`src/rtl/sc1a_pkg.sv`:
```
`timescale 1ns / 1ps
// ----------------------------------------------------------------------------
// Scan code set 1 decoder package
// Shared types, key codes and the two-column key table.
// ----------------------------------------------------------------------------
package sc1a_pkg;

  localparam logic [7:0] PREFIX_BYTE = 8'hE0;
  localparam logic [6:0] ROM_ROWS    = 7'h3B;
  localparam logic [6:0] PLAIN_LIMIT = 7'h0E;
  localparam logic [6:0] KEY_CTRL    = 7'h1D;
  localparam logic [6:0] KEY_SHIFT_L = 7'h2A;
  localparam logic [6:0] KEY_SHIFT_R = 7'h36;
  localparam logic [6:0] KEY_ALT     = 7'h38;
  localparam logic [6:0] KEY_CAPS    = 7'h3A;

  typedef struct packed {
    logic shift;
    logic ctrl;
    logic alt;
    logic caps;
  } key_flags_t;

  typedef struct packed {
    logic       char_valid;
    logic [6:0] char_code;
    logic       unknown_key;
  } key_result_t;

  // Returns {unshifted, shifted} character for a table row; zero means none.
  function automatic logic [13:0] key_row(input logic [5:0] row);
    logic [13:0] r;
    case (row)
      6'h00: r = {7'h30, 7'h30};
      6'h01: r = {7'h1B, 7'h1B};
      6'h02: r = {7'h31, 7'h21};
      6'h03: r = {7'h32, 7'h40};
      6'h04: r = {7'h33, 7'h23};
      6'h05: r = {7'h34, 7'h24};
      6'h06: r = {7'h35, 7'h25};
      6'h07: r = {7'h36, 7'h5E};
      6'h08: r = {7'h37, 7'h26};
      6'h09: r = {7'h38, 7'h2A};
      6'h0A: r = {7'h39, 7'h28};
      6'h0B: r = {7'h30, 7'h29};
      6'h0C: r = {7'h2D, 7'h5F};
      6'h0D: r = {7'h3D, 7'h2B};
      6'h0E: r = {7'h08, 7'h08};
      6'h0F: r = {7'h09, 7'h09};
      6'h10: r = {7'h71, 7'h51};
      6'h11: r = {7'h77, 7'h57};
      6'h12: r = {7'h65, 7'h45};
      6'h13: r = {7'h72, 7'h52};
      6'h14: r = {7'h74, 7'h54};
      6'h15: r = {7'h79, 7'h59};
      6'h16: r = {7'h75, 7'h55};
      6'h17: r = {7'h69, 7'h49};
      6'h18: r = {7'h6F, 7'h4F};
      6'h19: r = {7'h70, 7'h50};
      6'h1A: r = {7'h5B, 7'h7B};
      6'h1B: r = {7'h5D, 7'h7D};
      6'h1C: r = {7'h0D, 7'h0D};
      6'h1E: r = {7'h61, 7'h41};
      6'h1F: r = {7'h73, 7'h53};
      6'h20: r = {7'h64, 7'h44};
      6'h21: r = {7'h66, 7'h46};
      6'h22: r = {7'h67, 7'h47};
      6'h23: r = {7'h68, 7'h48};
      6'h24: r = {7'h6A, 7'h4A};
      6'h25: r = {7'h6B, 7'h4B};
      6'h26: r = {7'h6C, 7'h4C};
      6'h27: r = {7'h3B, 7'h3A};
      6'h28: r = {7'h27, 7'h22};
      6'h29: r = {7'h60, 7'h7E};
      6'h2B: r = {7'h5C, 7'h7C};
      6'h2C: r = {7'h7A, 7'h5A};
      6'h2D: r = {7'h78, 7'h58};
      6'h2E: r = {7'h63, 7'h43};
      6'h2F: r = {7'h76, 7'h56};
      6'h30: r = {7'h62, 7'h42};
      6'h31: r = {7'h6E, 7'h4E};
      6'h32: r = {7'h6D, 7'h4D};
      6'h33: r = {7'h2C, 7'h3C};
      6'h34: r = {7'h2E, 7'h3E};
      6'h35: r = {7'h2F, 7'h3F};
      6'h37: r = {7'h2A, 7'h2A};
      6'h39: r = {7'h20, 7'h20};
      default: r = 14'h0000;
    endcase
    return r;
  endfunction

endpackage

```
`src/rtl/sc1a_decode.sv`:
```
`timescale 1ns / 1ps
// ----------------------------------------------------------------------------
// Scan code set 1 byte decoder
// Decodes one scan byte against the prefix mark and the modifier flags,
// giving the result and the next prefix mark and flags.
// ----------------------------------------------------------------------------
module sc1a_decode (
  input  logic [7:0]           scan_byte,
  input  logic                 prefix,
  input  sc1a_pkg::key_flags_t flags,
  output logic                 prefix_next,
  output sc1a_pkg::key_flags_t flags_next,
  output sc1a_pkg::key_result_t result
);
  import sc1a_pkg::*;

  logic [6:0]  low7;
  logic [5:0]  row;
  logic [13:0] entry;
  logic        in_rom;
  logic        shift_only;
  logic        col;
  logic [6:0]  ch;

  assign low7  = scan_byte[6:0];
  assign row   = low7[5:0];
  assign entry = key_row(row);

  always_comb begin
    prefix_next = 1'b0;
    flags_next  = flags;
    result      = '0;
    in_rom      = 1'b0;
    shift_only  = 1'b0;
    col         = 1'b0;
    ch          = 7'd0;
    if (scan_byte == PREFIX_BYTE) begin
      prefix_next = 1'b1;
    end else if (scan_byte[7]) begin
      if (low7 == KEY_CTRL) begin
        flags_next.ctrl = 1'b0;
      end else if (!prefix && (low7 == KEY_SHIFT_L || low7 == KEY_SHIFT_R)) begin
        flags_next.shift = 1'b0;
      end else if (low7 == KEY_ALT) begin
        flags_next.alt = 1'b0;
      end
    end else begin
      if (prefix) begin
        in_rom = (low7 == KEY_CTRL) || (low7 == KEY_ALT);
      end else begin
        in_rom = (low7 != 7'd0) && (low7 < ROM_ROWS);
        shift_only = (low7 < PLAIN_LIMIT) ||
                     (low7 inside {7'h1A, 7'h1B, 7'h27, 7'h28, 7'h29,
                                   7'h2B, 7'h33, 7'h34, 7'h35});
      end
      if (in_rom) begin
        col = shift_only ? flags.shift : (flags.shift ^ flags.caps);
        ch  = col ? entry[6:0] : entry[13:7];
        if (ch != 7'd0) begin
          result.char_valid = 1'b1;
          result.char_code  = ch;
        end else if (low7 == KEY_CTRL) begin
          flags_next.ctrl = 1'b1;
        end else if (low7 == KEY_SHIFT_L || low7 == KEY_SHIFT_R) begin
          flags_next.shift = 1'b1;
        end else if (low7 == KEY_ALT) begin
          flags_next.alt = 1'b1;
        end else if (low7 == KEY_CAPS) begin
          flags_next.caps = ~flags.caps;
        end
      end else begin
        result.unknown_key = 1'b1;
      end
    end
    if (scan_byte == PREFIX_BYTE && prefix) begin
      prefix_next = 1'b1;
    end
  end

endmodule

```
`src/rtl/scancode_set1_to_ascii.sv`:
```
`timescale 1ns / 1ps
// ----------------------------------------------------------------------------
// Scan code set 1 to ASCII converter
// Turns keyboard scan code set 1 bytes into characters and modifier state.
// ----------------------------------------------------------------------------
// Every accepted byte gives exactly one result, in order. The block takes one
// byte per cycle: a byte lands in the input register, is decoded in one pass
// through the key table and the modifier logic, and is written to the result
// register. The E0 prefix byte itself gives a result with no character and the
// current modifier flags. Both sides may stall freely; the input stalls only
// when both registers are full.
module scancode_set1_to_ascii (
  input  logic       clk,
  input  logic       rst,
  input  logic       byte_valid,
  output logic       byte_stall,
  input  logic [7:0] scan_byte,
  output logic       result_valid,
  input  logic       result_stall,
  output logic       char_valid,
  output logic [6:0] char_code,
  output logic       unknown_key,
  output logic       shift_held,
  output logic       ctrl_held,
  output logic       alt_held,
  output logic       caps_on
);
  import sc1a_pkg::*;

  logic        in_full;
  logic [7:0]  in_byte;
  logic        prefix;
  logic        prefix_next;
  key_flags_t  flags;
  key_flags_t  flags_next;
  key_result_t dec_result;
  logic        accept;
  logic        advance;

  assign advance    = in_full && !(result_valid && result_stall);
  assign byte_stall = in_full && result_valid && result_stall;
  assign accept     = byte_valid && !byte_stall;

  sc1a_decode u_decode (
    .scan_byte   (in_byte),
    .prefix      (prefix),
    .flags       (flags),
    .prefix_next (prefix_next),
    .flags_next  (flags_next),
    .result      (dec_result)
  );

  always_ff @(posedge clk) begin
    if (rst) begin
      in_full      <= 1'b0;
      result_valid <= 1'b0;
      prefix       <= 1'b0;
      flags        <= '0;
    end else begin
      if (accept) begin
        in_full <= 1'b1;
      end else if (advance) begin
        in_full <= 1'b0;
      end
      if (advance) begin
        result_valid <= 1'b1;
        prefix       <= prefix_next;
        flags        <= flags_next;
      end else if (!result_stall) begin
        result_valid <= 1'b0;
      end
    end
  end

  always_ff @(posedge clk) begin
    if (accept) begin
      in_byte <= scan_byte;
    end
    if (advance) begin
      char_valid  <= dec_result.char_valid;
      char_code   <= dec_result.char_code;
      unknown_key <= dec_result.unknown_key;
    end
  end

  assign shift_held = flags.shift;
  assign ctrl_held  = flags.ctrl;
  assign alt_held   = flags.alt;
  assign caps_on    = flags.caps;

  a_char_nonzero: assert property (@(posedge clk) disable iff (rst)
    result_valid && char_valid |-> char_code != 7'd0)
    else $error("character transfer with a zero code");

  a_no_char_zero: assert property (@(posedge clk) disable iff (rst)
    result_valid && !char_valid |-> char_code == 7'd0)
    else $error("code not zero without a character");

  a_char_or_unknown: assert property (@(posedge clk) disable iff (rst)
    result_valid |-> !(char_valid && unknown_key))
    else $error("character and unknown key in one transfer");

  a_prefix_mark: assert property (@(posedge clk) disable iff (rst)
    advance && in_byte == PREFIX_BYTE |=> prefix)
    else $error("prefix byte did not set the prefix mark");

endmodule
```
`config.mk`:
```
export PLATFORM = sky130hd
export DESIGN_NAME = scancode_set1_to_ascii
export DESIGN_NICKNAME = d
export VERILOG_FILES = /design/src/rtl/sc1a_pkg.sv /design/src/rtl/sc1a_decode.sv /design/src/rtl/scancode_set1_to_ascii.sv
export SDC_FILE = /design/constraint.sdc
export NUM_CORES = 1
export LEC_CHECK = 0
export ABC_AREA = 1
export BUFFER_PORTS_ARGS = -buffer_cell sky130_fd_sc_hd__buf_2
export CAP_MARGIN = 25
export CORE_ASPECT_RATIO = 0.7
export CORE_MARGIN = 2
export CORE_UTILIZATION = 45
export CTS_CLUSTER_DIAMETER = 200
export DETAILED_ROUTE_END_ITERATION = 16
export PLACE_DENSITY = 0.74
export SLEW_MARGIN = 20
export SYNTH_ARGS = -nofsm -noshare
export SYNTH_HDL_FRONTEND = slang
export SYNTH_HIERARCHICAL = 1
export SYNTH_SLANG_ARGS = --single-unit
```
`constraint.sdc`:
```
create_clock -name clk -period 2.6 [get_ports clk]
set_input_delay 0.26 -clock clk [delete_from_list [all_inputs] [get_ports clk]]
set_output_delay 0.26 -clock clk [all_outputs]
set_load 0.01 [all_outputs]
```
### After elaboration in Yosys (flattened, before gate mapping)

Memory sizes are Yosys's and may differ from the RTL's. A register that Yosys moved wholly into a read port is not among the register bits.
Index checks and enable logic that the tools add are counted.
Widths: inputs -> output; s select.

| word-level totals | value |
|---|---|
| bits in registers | 24 |
| ROM bits | 896 |
| output and inout bits | 15 |
| logic and storage cells | 104 |
| memories kept | 1 |

| operators by class | value |
|---|---|
| $lt $le $gt $ge | 2 |
| equal/unequal tests | 20 |
| multiplexer cells | 34 |
| bitwise operators | 9 |
| reduce and logical (&&, ||, !) cells | 27 |

Memories:

| memory | depth | width | read ports | clocked after Yosys merged registers in | write ports | RTL line | RTL |
|---|---|---|---|---|---|---|---|
| (no name shown) | 64 | 14 | 1 | 1 | 0 | sc1a_pkg.sv:33 | `case (row)` |

Operators by type and width:

| kind | count |
|---|---|
| $eq 7x6->1 const B | 11 |
| $mux 1 | 26 |
| $eq 7x5->1 const B | 3 |
| $reduce_bool 7->1 | 2 |
| $reduce_and 9->1 | 1 |
| $reduce_bool 9->1 | 1 |
| $eq 8x8->1 const B | 1 |
| $logic_and 1x1->1 | 8 |
| $mux 4 | 2 |
| $mux 8 | 1 |
| $not 1->1 | 8 |
| $reduce_and 8->1 | 1 |
| $lt 7x4->1 const B | 1 |
| $lt 7x6->1 const B | 1 |
| $mux 7 | 1 |
| $reduce_and 7->1 | 1 |
| $mux 6 | 1 |
| $ne 2x2->1 const B | 3 |
| $reduce_bool 2->1 | 3 |
| $reduce_and 5->1 | 1 |
| $mux 2 | 2 |
| $ne 2x1->1 const B | 2 |
| $reduce_or 4->1 | 1 |
| $logic_not 1->1 | 3 |
| 5 further kinds | 7 |

### Logic depth before layout (Yosys ltp)

Gate-level depths: netlist of run 1.

| logic depth | value |
|---|---|
| depth in word-level cells | 12 |
| gate-level depth with buffers | 22 |
| mapped depth without buffers | 22 |

### Hierarchy

Netlist of run 1, hierarchy kept.

Modules (own cells, without submodules):

| module | instances | cells each | area each (um^2) |
|---|---|---|---|
| sc1a_decode | 1 | 360 | 1786.7 |
| scancode_set1_to_ascii | 1 | 62 | 848.3 |

### Worst setup path before layout of run 1

OpenSTA, ideal clock, no wires.

| path | value |
|---|---|
| path kind | flip-flop to flip-flop |
| start point | reg in_byte[1] |
| end point | reg alt_held (netlist name) |
| setup time | 0.064 ns |
| data arrival time | 2.443 ns |
| required time | 2.536 ns |
| path slack | 0.093 ns |
| cell stages (with the launch flop) | 20 |
| cell sequence | edfxtp_1 inv_1 ha_1 clkbuf_1 nand2_1 nand2_1 nand2_2 nand3_4 nand2_4 nand2_4 nand3_1 nand2_1 nand3_1 nor2_4 nand2_1 o21ai_2 inv_1 nand3_2 nand2_1 nor2_1 |

| between the ends | value |
|---|---|
| word-level cells in the longest chain between the ends | 11 |
| elaborated cells between the ends (all ways) | 39 |
| classes of those cells | order compare: 2; eq/ne: 17; mux: 8; bitwise: 2; reduce/logical: 10 |

RTL lines:

| what | RTL line | RTL |
|---|---|---|
| start, declared | scancode_set1_to_ascii.sv:31 | `logic [7:0] in_byte;` |
| start signal, assigned | scancode_set1_to_ascii.sv:77 | `in_byte <= scan_byte;` |
| branches (longest 10 deep; another with $lt 7x4->1) | - |  |
| $reduce_and 8->1 (no line) * | - |  |

Every way passes the cells marked *. The select of a mux whose other input is x is not followed.
A chain may end at the register's enable or synchronous reset.

### Worst setup path after layout of run 1

| path | value |
|---|---|
| start point | reg in_byte[1] |
| end point | reg alt_held (netlist name) |

| between the ends | value |
|---|---|
| word-level cells in the longest chain between the ends | 11 |
| elaborated cells between the ends (all ways) | 39 |
| classes of those cells | order compare: 2; eq/ne: 17; mux: 8; bitwise: 2; reduce/logical: 10 |

RTL lines:

| what |
|---|
| branches (longest 10 deep; another with $lt 7x4->1) |
| $reduce_and 8->1 (no line) * |

Marks and branches as above.

==> results.sh, run 1 <==
export IMPL_top_layer="met4"
export IMPL_synth_area_leader_cell="edfxtp_1"
export IMPL_yosysWarnings=6
export IMPL_met2_wirelength_um=3310
export IMPL_syn_avg_cell_area_um2=6.24
export IMPL_cpPeakStageDelay_ps=520
export IMPL_drive_above_1_share=0.243
export IMPL_clkLatencyLatePin_ps=260
export IMPL_slew_violations=0
export IMPL_syn_area_um2=2640
export IMPL_syn_inst=422
export IMPL_synthToLayoutAreaGrowth_pct=22.7
export IMPL_cts_max_path_buffers=2
export IMPL_finalWorstSetupSlack_ps=26.7
export IMPL_crit_fanout=6
export IMPL_post_drt_via_cell_ratio=5.42
export IMPL_yosysSeqAreaShare=0.247
export IMPL_route_met3_wl_um=721
export IMPL_ys_ff_latch=24
export IMPL_track_usage=0.236
export IMPL_worstMarginPinSlew_ps=532
export IMPL_drc=0
export IMPL_p_leak_nw=1.63
export IMPL_synth_mux_area_frac=0
export IMPL_die_w_um=95.5
export IMPL_synth_compound_area_share=0.135
export IMPL_rows=23
export IMPL_grt_max_degree=24
export IMPL_maxSlewHeadroom=0.643
export IMPL_diodes=0
export IMPL_synth_top_area_frac=0.194
export IMPL_yosys_area_share_adder=0.0570
export IMPL_hp_class="primary input to flop"
export IMPL_port_buffers=26
export IMPL_pwr_share_seq=0.375
export IMPL_clockPowerShare=0.204
export IMPL_drt_total_wl_um=7720
export IMPL_grt_pass1_vias=2500
export IMPL_antenna_found_initial=0
export IMPL_drv_cap=0
export IMPL_fin_skew_ps=4.30
export IMPL_synthSimpleGateAreaFrac=0.446
export IMPL_ctsHoldBuffers=0
export IMPL_p_int_mw=0.762
export IMPL_end_kind="flop"
export IMPL_die_h_um=68.0
export IMPL_placeableCoreArea_um2=5700
export IMPL_rsz0062_at_grt="true"
export IMPL_yosys_top_cells_area="edfxtp_1 19%, nand2_1 18%, nand3_1 8.2%, nor2_1 7.4%, inv_1 6.4%"
export IMPL_ios=27
export IMPL_gp_congestion=1.01
export IMPL_grt_pass1_wl_um=12000
export IMPL_dp_slack_ps=-45.1
export IMPL_finalCritPeriodShare=0.990
export IMPL_cp_slowest_cell="edfxtp_1"
export IMPL_clock_fmax_mhz=389
export IMPL_synth_top_family_by_area="simple AND/OR/NAND/NOR gates"
export IMPL_grt_overflow=0
export IMPL_worstPathRequired_ps=2800
export IMPL_pwr_density_cell_nw_per_um2=378
export IMPL_final_cell_mix="121 x nand2_1, 50 x nor2_1, 43 x inv_1, 40 x nand3_1"
export IMPL_netSwitchingPower_mw=0.463
export IMPL_hold_viol=0
export IMPL_layout_nets=494
export IMPL_final_common_cell="nand2_1"
export IMPL_htreeDepth=1
export IMPL_path_cells="inv_2 -> ha_4 -> nand2_1 -> o21ai_0 -> o21ai_1 -> nand2_1 -> a21o_1 -> nand3_1 -> nand2_1 -> nor2_1 -> nand2_1 -> nor2_4 -> nand2_2 -> o21ai_2 -> inv_1 -> nand3_2 -> nand2_1 -> nor2_1"
export IMPL_period_needed_ps=2570
export IMPL_worstPathArrival_ps=2780
export IMPL_crit_path_frequent_cell="nand2_1"
export IMPL_place_hpwl_um=5900
export IMPL_crit_type="flop to flop"
export IMPL_cts_tree="yes"
export IMPL_status="finished clean"
export IMPL_wire_per_inst_um=14.2
export IMPL_cts_root_buffer="clkbuf_8"
export IMPL_cp_start_kind="flop"
export IMPL_dr_first_iter_drc_count=373
export IMPL_synthesis_nets=446
export IMPL_num_vias=2948
export IMPL_start_util=0.462
export IMPL_switching_share=0.378
export IMPL_setup_viol=0
export IMPL_combPwrFrac=0.421
export IMPL_drtAntennaViolNets=0
export IMPL_hold_slack_ps=166
export IMPL_wl_met1_um=3670
export IMPL_drtPass1Iterations=5
export IMPL_die_area_um2=6490
export IMPL_ir_drop_v=0.000241
export IMPL_clk_pin_slew_ps=80
export IMPL_clock_sinks=24
export IMPL_cts_buffers=3
export IMPL_synthDistinctLibCells=41
export IMPL_synthXorXnorAreaFrac=0.00332
through the flow:
| stage | std cells | setup TNS (ps) | total power [mW] | util | area, µm² |
|---|---|---|---|---|---|
| floorplan | 422 | 0 | 0.787 | - | 2640 |
| CTS | 537 | 0 | 1.16 | 0.530 | 3020 |
| global route | 544 | -780 | 1.29 | 0.568 | 3230 |
| global placement | 530 | 0 | 0.910 | 0.515 | 2940 |
| detailed placement | 530 | -62.9 | 0.909 | 0.515 | 2940 |
| finish | 544 | 0 | 1.22 | 0.568 | 3230 |
path summary, 6_finish.rpt:
check	start	depth (start not counted)	slack, ps	endpoint
setup / recovery	in_byte[1]$_DFFE_PP_	18	30	alt_held$_SDFFE_PP0P_
hold / removal	scan_byte[3]	1	170	in_byte[3]$_DFFE_PP_
setup reg to reg	in_byte[1]$_DFFE_PP_	18	30	alt_held$_SDFFE_PP0P_
hold reg to reg	alt_held$_SDFFE_PP0P_	2	530	alt_held$_SDFFE_PP0P_
what timing repair did:
| action | CTS | global route |
|---|---|---|
| setup endpoints to repair | 4 | 6 |
| buffers inserted | 3 | 6 |
| pin swaps | 1 | 7 |
| gates cloned | 0 | 1 |
| gates resized for setup | 3 | 39 |
registers in the layout, summed over array words and instances (netlist names):
signal and cells:
caps_on 1, shift_held 1, in_byte 8, result_valid 1
in_full 1, unknown_key 1, ctrl_held 1, char_valid 1
char_code 7, prefix 1, alt_held 1
metal layers:
layer | track usage | up-vias
met2 | 0.357 | 126
met4 | 0.0232 | 0
li1 | - | 1468
met5 | 0 | -
met1 | 0.352 | 1350
met3 | 0.0584 | 4
power groups by stage:
stage / registers, mW / clock network, mW / logic (mW)
4_1_cts: 0.459 / 0.255 / 0.449
5_1_grt: 0.463 / 0.263 / 0.566
3_3_place_gp: 0.466 / 0 / 0.444
2_1_floorplan: 0.468 / 0 / 0.319
6_report: 0.459 / 0.250 / 0.515
3_5_place_dp: 0.468 / 0 / 0.441
synthesized netlist by cell type:
master	count
nand3_4	2
o31ai_1	2
nand3b_1	3
o22ai_1	1
inv_4	1
o21a_1	1
a21oi_2	1
clkbuf_1	3
nor2_8	1
o211ai_1	2
nand2_4	3
o21ai_0	20
buf_6	2
o21ai_1	2
inv_1	45
edfxtp_1	17
a21boi_0	1
nand2_2	7
nor2_4	1
a31oi_1	2
clkbuf_8	1
a22oi_1	1
nor2_1	52
nor3_2	1
nor3_1	4
buf_4	4
nand2_1	128
and3_1	1
a21o_1	2
nand4_1	4
buf_2	6
nand3_1	43
ha_1	12
o21bai_1	1
inv_2	3
a21oi_1	27
dfxtp_1	7
nor2_2	1
nand3_2	5
o21ai_2	1
xnor2_1	1
cell families (layout without fill, tap and decap cells):
| logic type | after synthesis | count (layout) |
|---|---|---|
| flip-flops | 24 | 24 |
| AND/OR/NAND/NOR | 256 | 257 |
| XOR/XNOR | 1 | 1 |
| adder cells (fa/ha/maj) | 12 | 12 |
| AO/OA/AOI/OAI | 64 | 64 |
| buffers and inverters | 65 | 111 |
cell type report:
type,count,area [µm²]
clock buffer,4,55.1
tap,75,93.8
sequential,24,651
inverter,49,186
multi-input combinational,334,1860
timing repair buffer,58,392
fill,545,2460
worst max-delay path, delay by kind of cell (launching register included):
family	cells	cell delay, ps
adder cells (fa/ha/maj)	1	210
flip-flops	1	520
AND/OR/NAND/NOR	11	1000
buffers and inverters	2	190
AO/OA/AOI/OAI	4	610
Power figures use the tool's default switching activity.
==> run 2: changes to the inputs <==
ABC_AREA = unset   (was 1)
==> results.sh, run 2 <==
export IMPL_synthXorXnorAreaFrac=0.0163
export IMPL_met2_wirelength_um=3640
export IMPL_rsz0062_at_grt="true"
export IMPL_period_needed_ps=2760
export IMPL_synthFlopType="edfxtp_1"
export IMPL_synth_top_family_by_area="simple AND/OR/NAND/NOR gates"
export IMPL_wl_met1_um=4050
export IMPL_drv_cap=0
export IMPL_die_area_um2=6600
export IMPL_drc=0
export IMPL_hold_viol=0
export IMPL_yosys_cell_count_top_type="nor2_1"
export IMPL_synthesis_nets=333
export IMPL_rr_startpoint="in_byte[1]$_DFFE_PP_"
export IMPL_wire_per_inst_um=18.6
export IMPL_die_h_um=68.6
export IMPL_synth_edf_count=17
export IMPL_place_hpwl_um=6450
export IMPL_cts_tree="yes"
export IMPL_grt_max_degree=28
export IMPL_violations="negative setup slack"
export IMPL_cp_startpoint="in_byte[1]$_DFFE_PP_"
export IMPL_yosysWarnings=6
export IMPL_drtAntennaViolNets=0
export IMPL_clkLatencyLatePin_ps=270
export IMPL_cts_max_path_buffers=2
export IMPL_placeableCoreArea_um2=5730
export IMPL_clock_sinks=24
export IMPL_num_vias=2828
export IMPL_pwr_density_cell_nw_per_um2=332
export IMPL_top_layer="met4"
export IMPL_rows=23
export IMPL_final_common_cell="buf_4"
export IMPL_drtPass1Iterations=5
export IMPL_crit_type="flop to flop"
export IMPL_worstPathArrival_ps=2960
export IMPL_dp_slack_ps=-243
export IMPL_syn_inst=309
export IMPL_end_kind="flop"
export IMPL_gp_congestion=0.980
export IMPL_min_from="scan_byte[2]"
export IMPL_utilization=0.637
export IMPL_synthToLayoutAreaGrowth_pct=36.2
export IMPL_dr_first_iter_drc_count=333
export IMPL_syn_area_um2=2680
export IMPL_cts_buffers=3
export IMPL_route_met3_wl_um=885
export IMPL_ios=27
export IMPL_drt_total_wl_um=8670
export IMPL_post_drt_via_cell_ratio=6.06
export IMPL_crit_fanout=4
export IMPL_setup_viol=6
export IMPL_finalCritPeriodShare=1.06
export IMPL_grt_overflow=0
export IMPL_synthDistinctLibCells=83
export IMPL_syn_avg_cell_area_um2=8.67
export IMPL_clk_pin_slew_ps=90
export IMPL_start_util=0.468
export IMPL_ir_drop_v=0.000203
export IMPL_worstPathRequired_ps=2800
export IMPL_track_usage=0.267
export IMPL_diodes=0
export IMPL_synth_top_area_frac=0.191
export IMPL_grt_pass1_wl_um=13200
export IMPL_setup_tns_ps=-693
export IMPL_antenna_found_initial=0
export IMPL_clock_fmax_mhz=362
export IMPL_yosys_area_share_adder=0.0560
export IMPL_power_total_mw=1.21
export IMPL_top_register="in_byte"
export IMPL_p_leak_nw=1.47
export IMPL_final_cell_mix="76 x buf_4, 27 x nor2_1, 26 x buf_2, 17 x edfxtp_1"
export IMPL_drive_above_1_share=0.429
export IMPL_synth_common_cells="29 x nor2_1, 17 x edfxtp_1, 15 x mux2i_1, 15 x nand2_1, 15 x nand2b_1"
export IMPL_yosysSeqAreaShare=0.243
export IMPL_slew_violations=0
export IMPL_die_w_um=96.2
export IMPL_ys_ff_latch=24
export IMPL_htreeDepth=1
export IMPL_layout_nets=417
export IMPL_largest_register_ffs=8
export IMPL_maxSlewHeadroom=0.589
export IMPL_yosys_top_cells_area="edfxtp_1 19%, ha_1 5.6%, mux2i_1 5.6%, dfxtp_1 5.2%, nor2_1 4.1%"
export IMPL_hp_class="primary input to flop"
export IMPL_cp_start_kind="flop"
export IMPL_synth_area_leader_cell="edfxtp_1"
export IMPL_port_buffers=26
export IMPL_finalWorstSetupSlack_ps=-160
export IMPL_synth_mux_area_frac=0.0925
export IMPL_synth_compound_area_share=0.249
export IMPL_cts_root_buffer="clkbuf_8"
export IMPL_synthSimpleGateAreaFrac=0.255
export IMPL_fin_skew_ps=3.86
export IMPL_status="finished with violations"
export IMPL_top_regs="in_byte: 8 flops, char_code: 7 flops"
export IMPL_worstMarginPinSlew_ps=614
export IMPL_async_reset_ff_frac=0
export IMPL_grt_pass1_vias=2531
## run 2: changes by cell type in the layout (fill, tap and decap cells not counted), sizes merged, moves of 10 or more
cell    change
inv        -39
o21ai      -12
nand2     -122
a21oi      -18
mux2i      +15
nand3      -41
a211oi     +10
buf        +51
nand2b     +15
nor2       -25
## run 2: report_power, final
| part | leakage [nW] | internal [mW] | switching [mW] |
|---|---|---|---|
| registers | 0.219 | 0.429 | 0.0124 |
| clock network | 0.0288 | 0.135 | 0.122 |
| logic | 1.22 | 0.244 | 0.267 |
| total | 1.47 | 0.808 | 0.401 |
## run 2: path summary, 6_finish.rpt
path / to / slack [ps] / depth (start not counted)
worst max-delay path: shift_held$_SDFFE_PP0P_ / -160 / 14
worst max register to register: shift_held$_SDFFE_PP0P_ / -160 / 14
worst min register to register: ctrl_held$_SDFFE_PP0P_ / 490 / 2
worst min-delay path: in_byte[2]$_DFFE_PP_ / 160 / 1
## run 2: cell families after synthesis
group                      count (synthesis)
AOI/OAI and AO/OA                         83
muxes                                     22
adders and majority gates                 12
and+or+nand+nor                          122
DFF                                       24
xor gates and xnor gates                   5
buffers and inverters                     41
## run 2: stage by stage
| stage | instance area (µm²) | instances | hold slack [ps] |
|---|---|---|---|
| 2_1_floorplan | 2760 | 309 | 359 |
| 3_3_place_gp | 3350 | 455 | 437 |
| 3_5_place_dp | 3350 | 455 | 438 |
| 4_1_cts | 3500 | 462 | 158 |
| 5_1_grt | 3650 | 467 | 150 |
| 6_report | 3650 | 467 | 163 |
## run 2: layout make-up
type                       instances  area [µm²]
fill                             474        2080
clock buffer                       4        55.1
multi-input combinational        244        1990
sequential                        24         651
inverter                          11        55.1
timing repair buffer             109         806
tap                               75        93.8
## run 2: critical path: stages (launching register included)
cell and delay (ps):
edfxtp_1 470, buf_6 170, inv_6 70, ha_4 220, buf_12 130, o21a_1 170, a211o_1 330, a21oi_2 200
o2111a_1 200, nand4_1 140, o31ai_4 120, nand2_2 110, o31ai_2 180, nand2b_1 80, mux2i_1 120
## run 2: what timing repair did
item	CTS	global route
pin swaps	12	5
setup endpoints to repair	7	12
setup buffers	3	5
cloned	0	0
endpoints found under the hold margin	0	0
resized for setup	18	20
hold buffers	0	0
## run 2: routing by layer
metal,track usage,vias up
li1,-,1323
met1,0.408,1326
met2,0.387,167
met3,0.0500,12
met4,0.0571,0
met5,0,-
==> run 3: changes to the inputs <==
--- a/config.mk
+++ b/config.mk
@@ -11,6 +11,7 @@
 export CORE_MARGIN = 2
-export CORE_UTILIZATION = 45
+export CORE_UTILIZATION = 54
 export CTS_CLUSTER_DIAMETER = 200
 export DETAILED_ROUTE_END_ITERATION = 16
-export PLACE_DENSITY = 0.74
+export PLACE_DENSITY = 0.85
+export REMOVE_ABC_BUFFERS = 1
 export SLEW_MARGIN = 20
==> constraint.sdc (replaced) <==
create_clock -name clk -period 2.6 [get_ports clk]
set_input_delay 0.39 -clock clk [delete_from_list [all_inputs] [get_ports clk]]
set_output_delay 0.39 -clock clk [all_outputs]
set_load 0.01 [all_outputs]
==> results.sh, run 3 (synthesis results as in run 2) <==
export IMPL_drive_above_1_share=0.393
export IMPL_rsz0062_at_grt="true"
export IMPL_final_common_cell="buf_4"
export IMPL_grt_busiest_layer="met2"
export IMPL_path_cells="buf_6 -> ha_4 -> or4_4 -> nand4_1 -> nand4_1 -> and3_4 -> o31ai_4 -> nand2_2 -> a21boi_2 -> nand2b_1 -> mux2i_1"
export IMPL_place_hpwl_um=5910
export IMPL_setup_viol=11
export IMPL_stdcell_count=446
export IMPL_place_inst=432
export IMPL_die_area_um2=5550
export IMPL_status="finished with violations"
export IMPL_track_usage=0.300
export IMPL_hold_viol=0
export IMPL_final_cell_mix="61 x buf_4, 29 x nor2_1, 26 x buf_2, 17 x edfxtp_1"
export IMPL_gp_congestion=0.988
export IMPL_clkLatencyLatePin_ps=270
export IMPL_drc=0
export IMPL_wire_per_inst_um=18.9
export IMPL_num_vias=2851
export IMPL_pwr_share_seq=0.380
export IMPL_die_h_um=62.9
export IMPL_drv_cap=0
export IMPL_cts_max_path_buffers=2
export IMPL_die_w_um=88.2
export IMPL_diodes=0
export IMPL_finalWorstSetupSlack_ps=-325
export IMPL_htreeDepth=1
export IMPL_cp_slowest_cell="or4_4"
export IMPL_drt_total_wl_um=8440
export IMPL_r2r_end="ctrl_held$_SDFFE_PP0P_"
export IMPL_gr_usage_met2=0.456
export IMPL_post_drt_via_cell_ratio=6.39
export IMPL_grt_max_degree=34
export IMPL_netSwitchingPower_mw=0.381
export IMPL_min_from="scan_byte[7]"
export IMPL_synthToLayoutAreaGrowth_pct=29.3
export IMPL_crit_fanout=6
export IMPL_clk_pin_slew_ps=80
export IMPL_violations="negative setup slack"
export IMPL_rr_startpoint="in_byte[1]$_DFFE_PP_"
export IMPL_cts_tree="yes"
export IMPL_whs_endpoint="in_byte[7]$_DFFE_PP_"
export IMPL_pwr_density_cell_nw_per_um2=336
export IMPL_top_register="in_byte"
export IMPL_p_int_mw=0.783
export IMPL_crit_path_frequent_cell="nand4_1"
export IMPL_drtAntennaViolNets=0
export IMPL_cts_buffers=3
export IMPL_clockPowerShare=0.216
export IMPL_cpPeakStageDelay_ps=550
export IMPL_finalCritPeriodShare=1.13
export IMPL_antenna_found_initial=0
export IMPL_worstPathArrival_ps=3100
export IMPL_placed_cell_area_um2=3160
export IMPL_worstMarginPinSlew_ps=585
export IMPL_fillers=347
export IMPL_cp_buffers_inverters=1
export IMPL_period_needed_ps=2930
export IMPL_cp_start_kind="flop"
export IMPL_dp_slack_ps=-295
export IMPL_rows=21
export IMPL_worstPathRequired_ps=2780
export IMPL_globalRouteMet3Util=0.0832
export IMPL_crit_type="flop to flop"
export IMPL_grt_overflow=0
export IMPL_crit_family="simple AND/OR/NAND/NOR gates"
export IMPL_clock_sinks=24
export IMPL_switching_share=0.327
export IMPL_hold_slack_ps=297
export IMPL_rrSetupSlack_ps=-330
export IMPL_ir_drop_v=0.000225
export IMPL_ios=27
export IMPL_drtPass1Iterations=5
export IMPL_final_cell_area_um2=3460
export IMPL_grtUsageMet1=0.433
export IMPL_dr_first_iter_drc_count=467
export IMPL_largest_register_ffs=8
export IMPL_top_regs="in_byte: 8 flops, char_code: 7 flops"
export IMPL_hp_class="primary input to flop"
export IMPL_clock_fmax_mhz=342
export IMPL_port_buffers=26
export IMPL_start_util=0.560
export IMPL_maxSlewHeadroom=0.609
export IMPL_layout_nets=402
export IMPL_combPwrFrac=0.404
export IMPL_setup_tns_ps=-1520
export IMPL_grt_pass1_wl_um=13000
export IMPL_placeableCoreArea_um2=4780
export IMPL_p_leak_nw=1.38
export IMPL_grt_pass1_vias=2540
export IMPL_reg2regPathDepth=11
export IMPL_cts_root_buffer="clkbuf_8"
export IMPL_end_kind="flop"
export IMPL_slew_violations=0
export IMPL_hold_depth=1
export IMPL_fin_skew_ps=10.3
==> run 3: repair_timing <==
action                     in CTS  in global routing
setup buffers                   9                  1
pin swaps                      16                 11
hold buffers                    0                  0
resized for setup              23                 15
setup endpoints to repair       5                 12
==> run 3: layout make-up <==
type                    count  area [µm²]  area share
flip-flops and latches     24         651       0.188
well taps                  69        86.3      0.0249
inverters                  11        41.3      0.0119
multi-input cells         244        1950       0.562
clock buffers               4        55.1      0.0159
repair buffers             94         684       0.198
==> run 3: power by group through the flow <==
stage	clock (mW)	combinational (mW)	sequential (mW)
finish	0.252	0.470	0.442
global route	0.269	0.500	0.445
CTS	0.251	0.436	0.441
detailed placement	0	0.405	0.450
global placement	0	0.397	0.449
floorplan	0	0.200	0.483
==> run 3: stage by stage <==
stage	power, mW	utilization
2_1_floorplan	0.684	-
3_3_place_gp	0.846	0.661
3_5_place_dp	0.855	0.661
4_1_cts	1.13	0.706
5_1_grt	1.21	0.724
6_report	1.16	0.724
==> run 3: how the worst max path moves through the flow <==
| stage | from | end | depth (start not counted) |
|---|---|---|---|
| finish | in_byte[1]$_DFFE_PP_ | ctrl_held$_SDFFE_PP0P_ | 11 |
| global route | in_byte[1]$_DFFE_PP_ | shift_held$_SDFFE_PP0P_ | 11 |
| CTS | in_byte[1]$_DFFE_PP_ | shift_held$_SDFFE_PP0P_ | 12 |
| detailed placement | in_byte[1]$_DFFE_PP_ | shift_held$_SDFFE_PP0P_ | 11 |
| global placement | in_byte[0]$_DFFE_PP_ | shift_held$_SDFFE_PP0P_ | 13 |
| floorplan | in_byte[2]$_DFFE_PP_ | caps_on$_SDFFE_PP0P_ | 9 |
==> run 3: routing by layer <==
layer | wire, µm | part of all wire | vias to the layer above
li1 | - | - | 1294
met1 | 3420 | 0.41 | 1310
met2 | 3720 | 0.44 | 200
met3 | 1020 | 0.12 | 47
met4 | 286 | 0.034 | 0
met5 | 0 | 0 | -
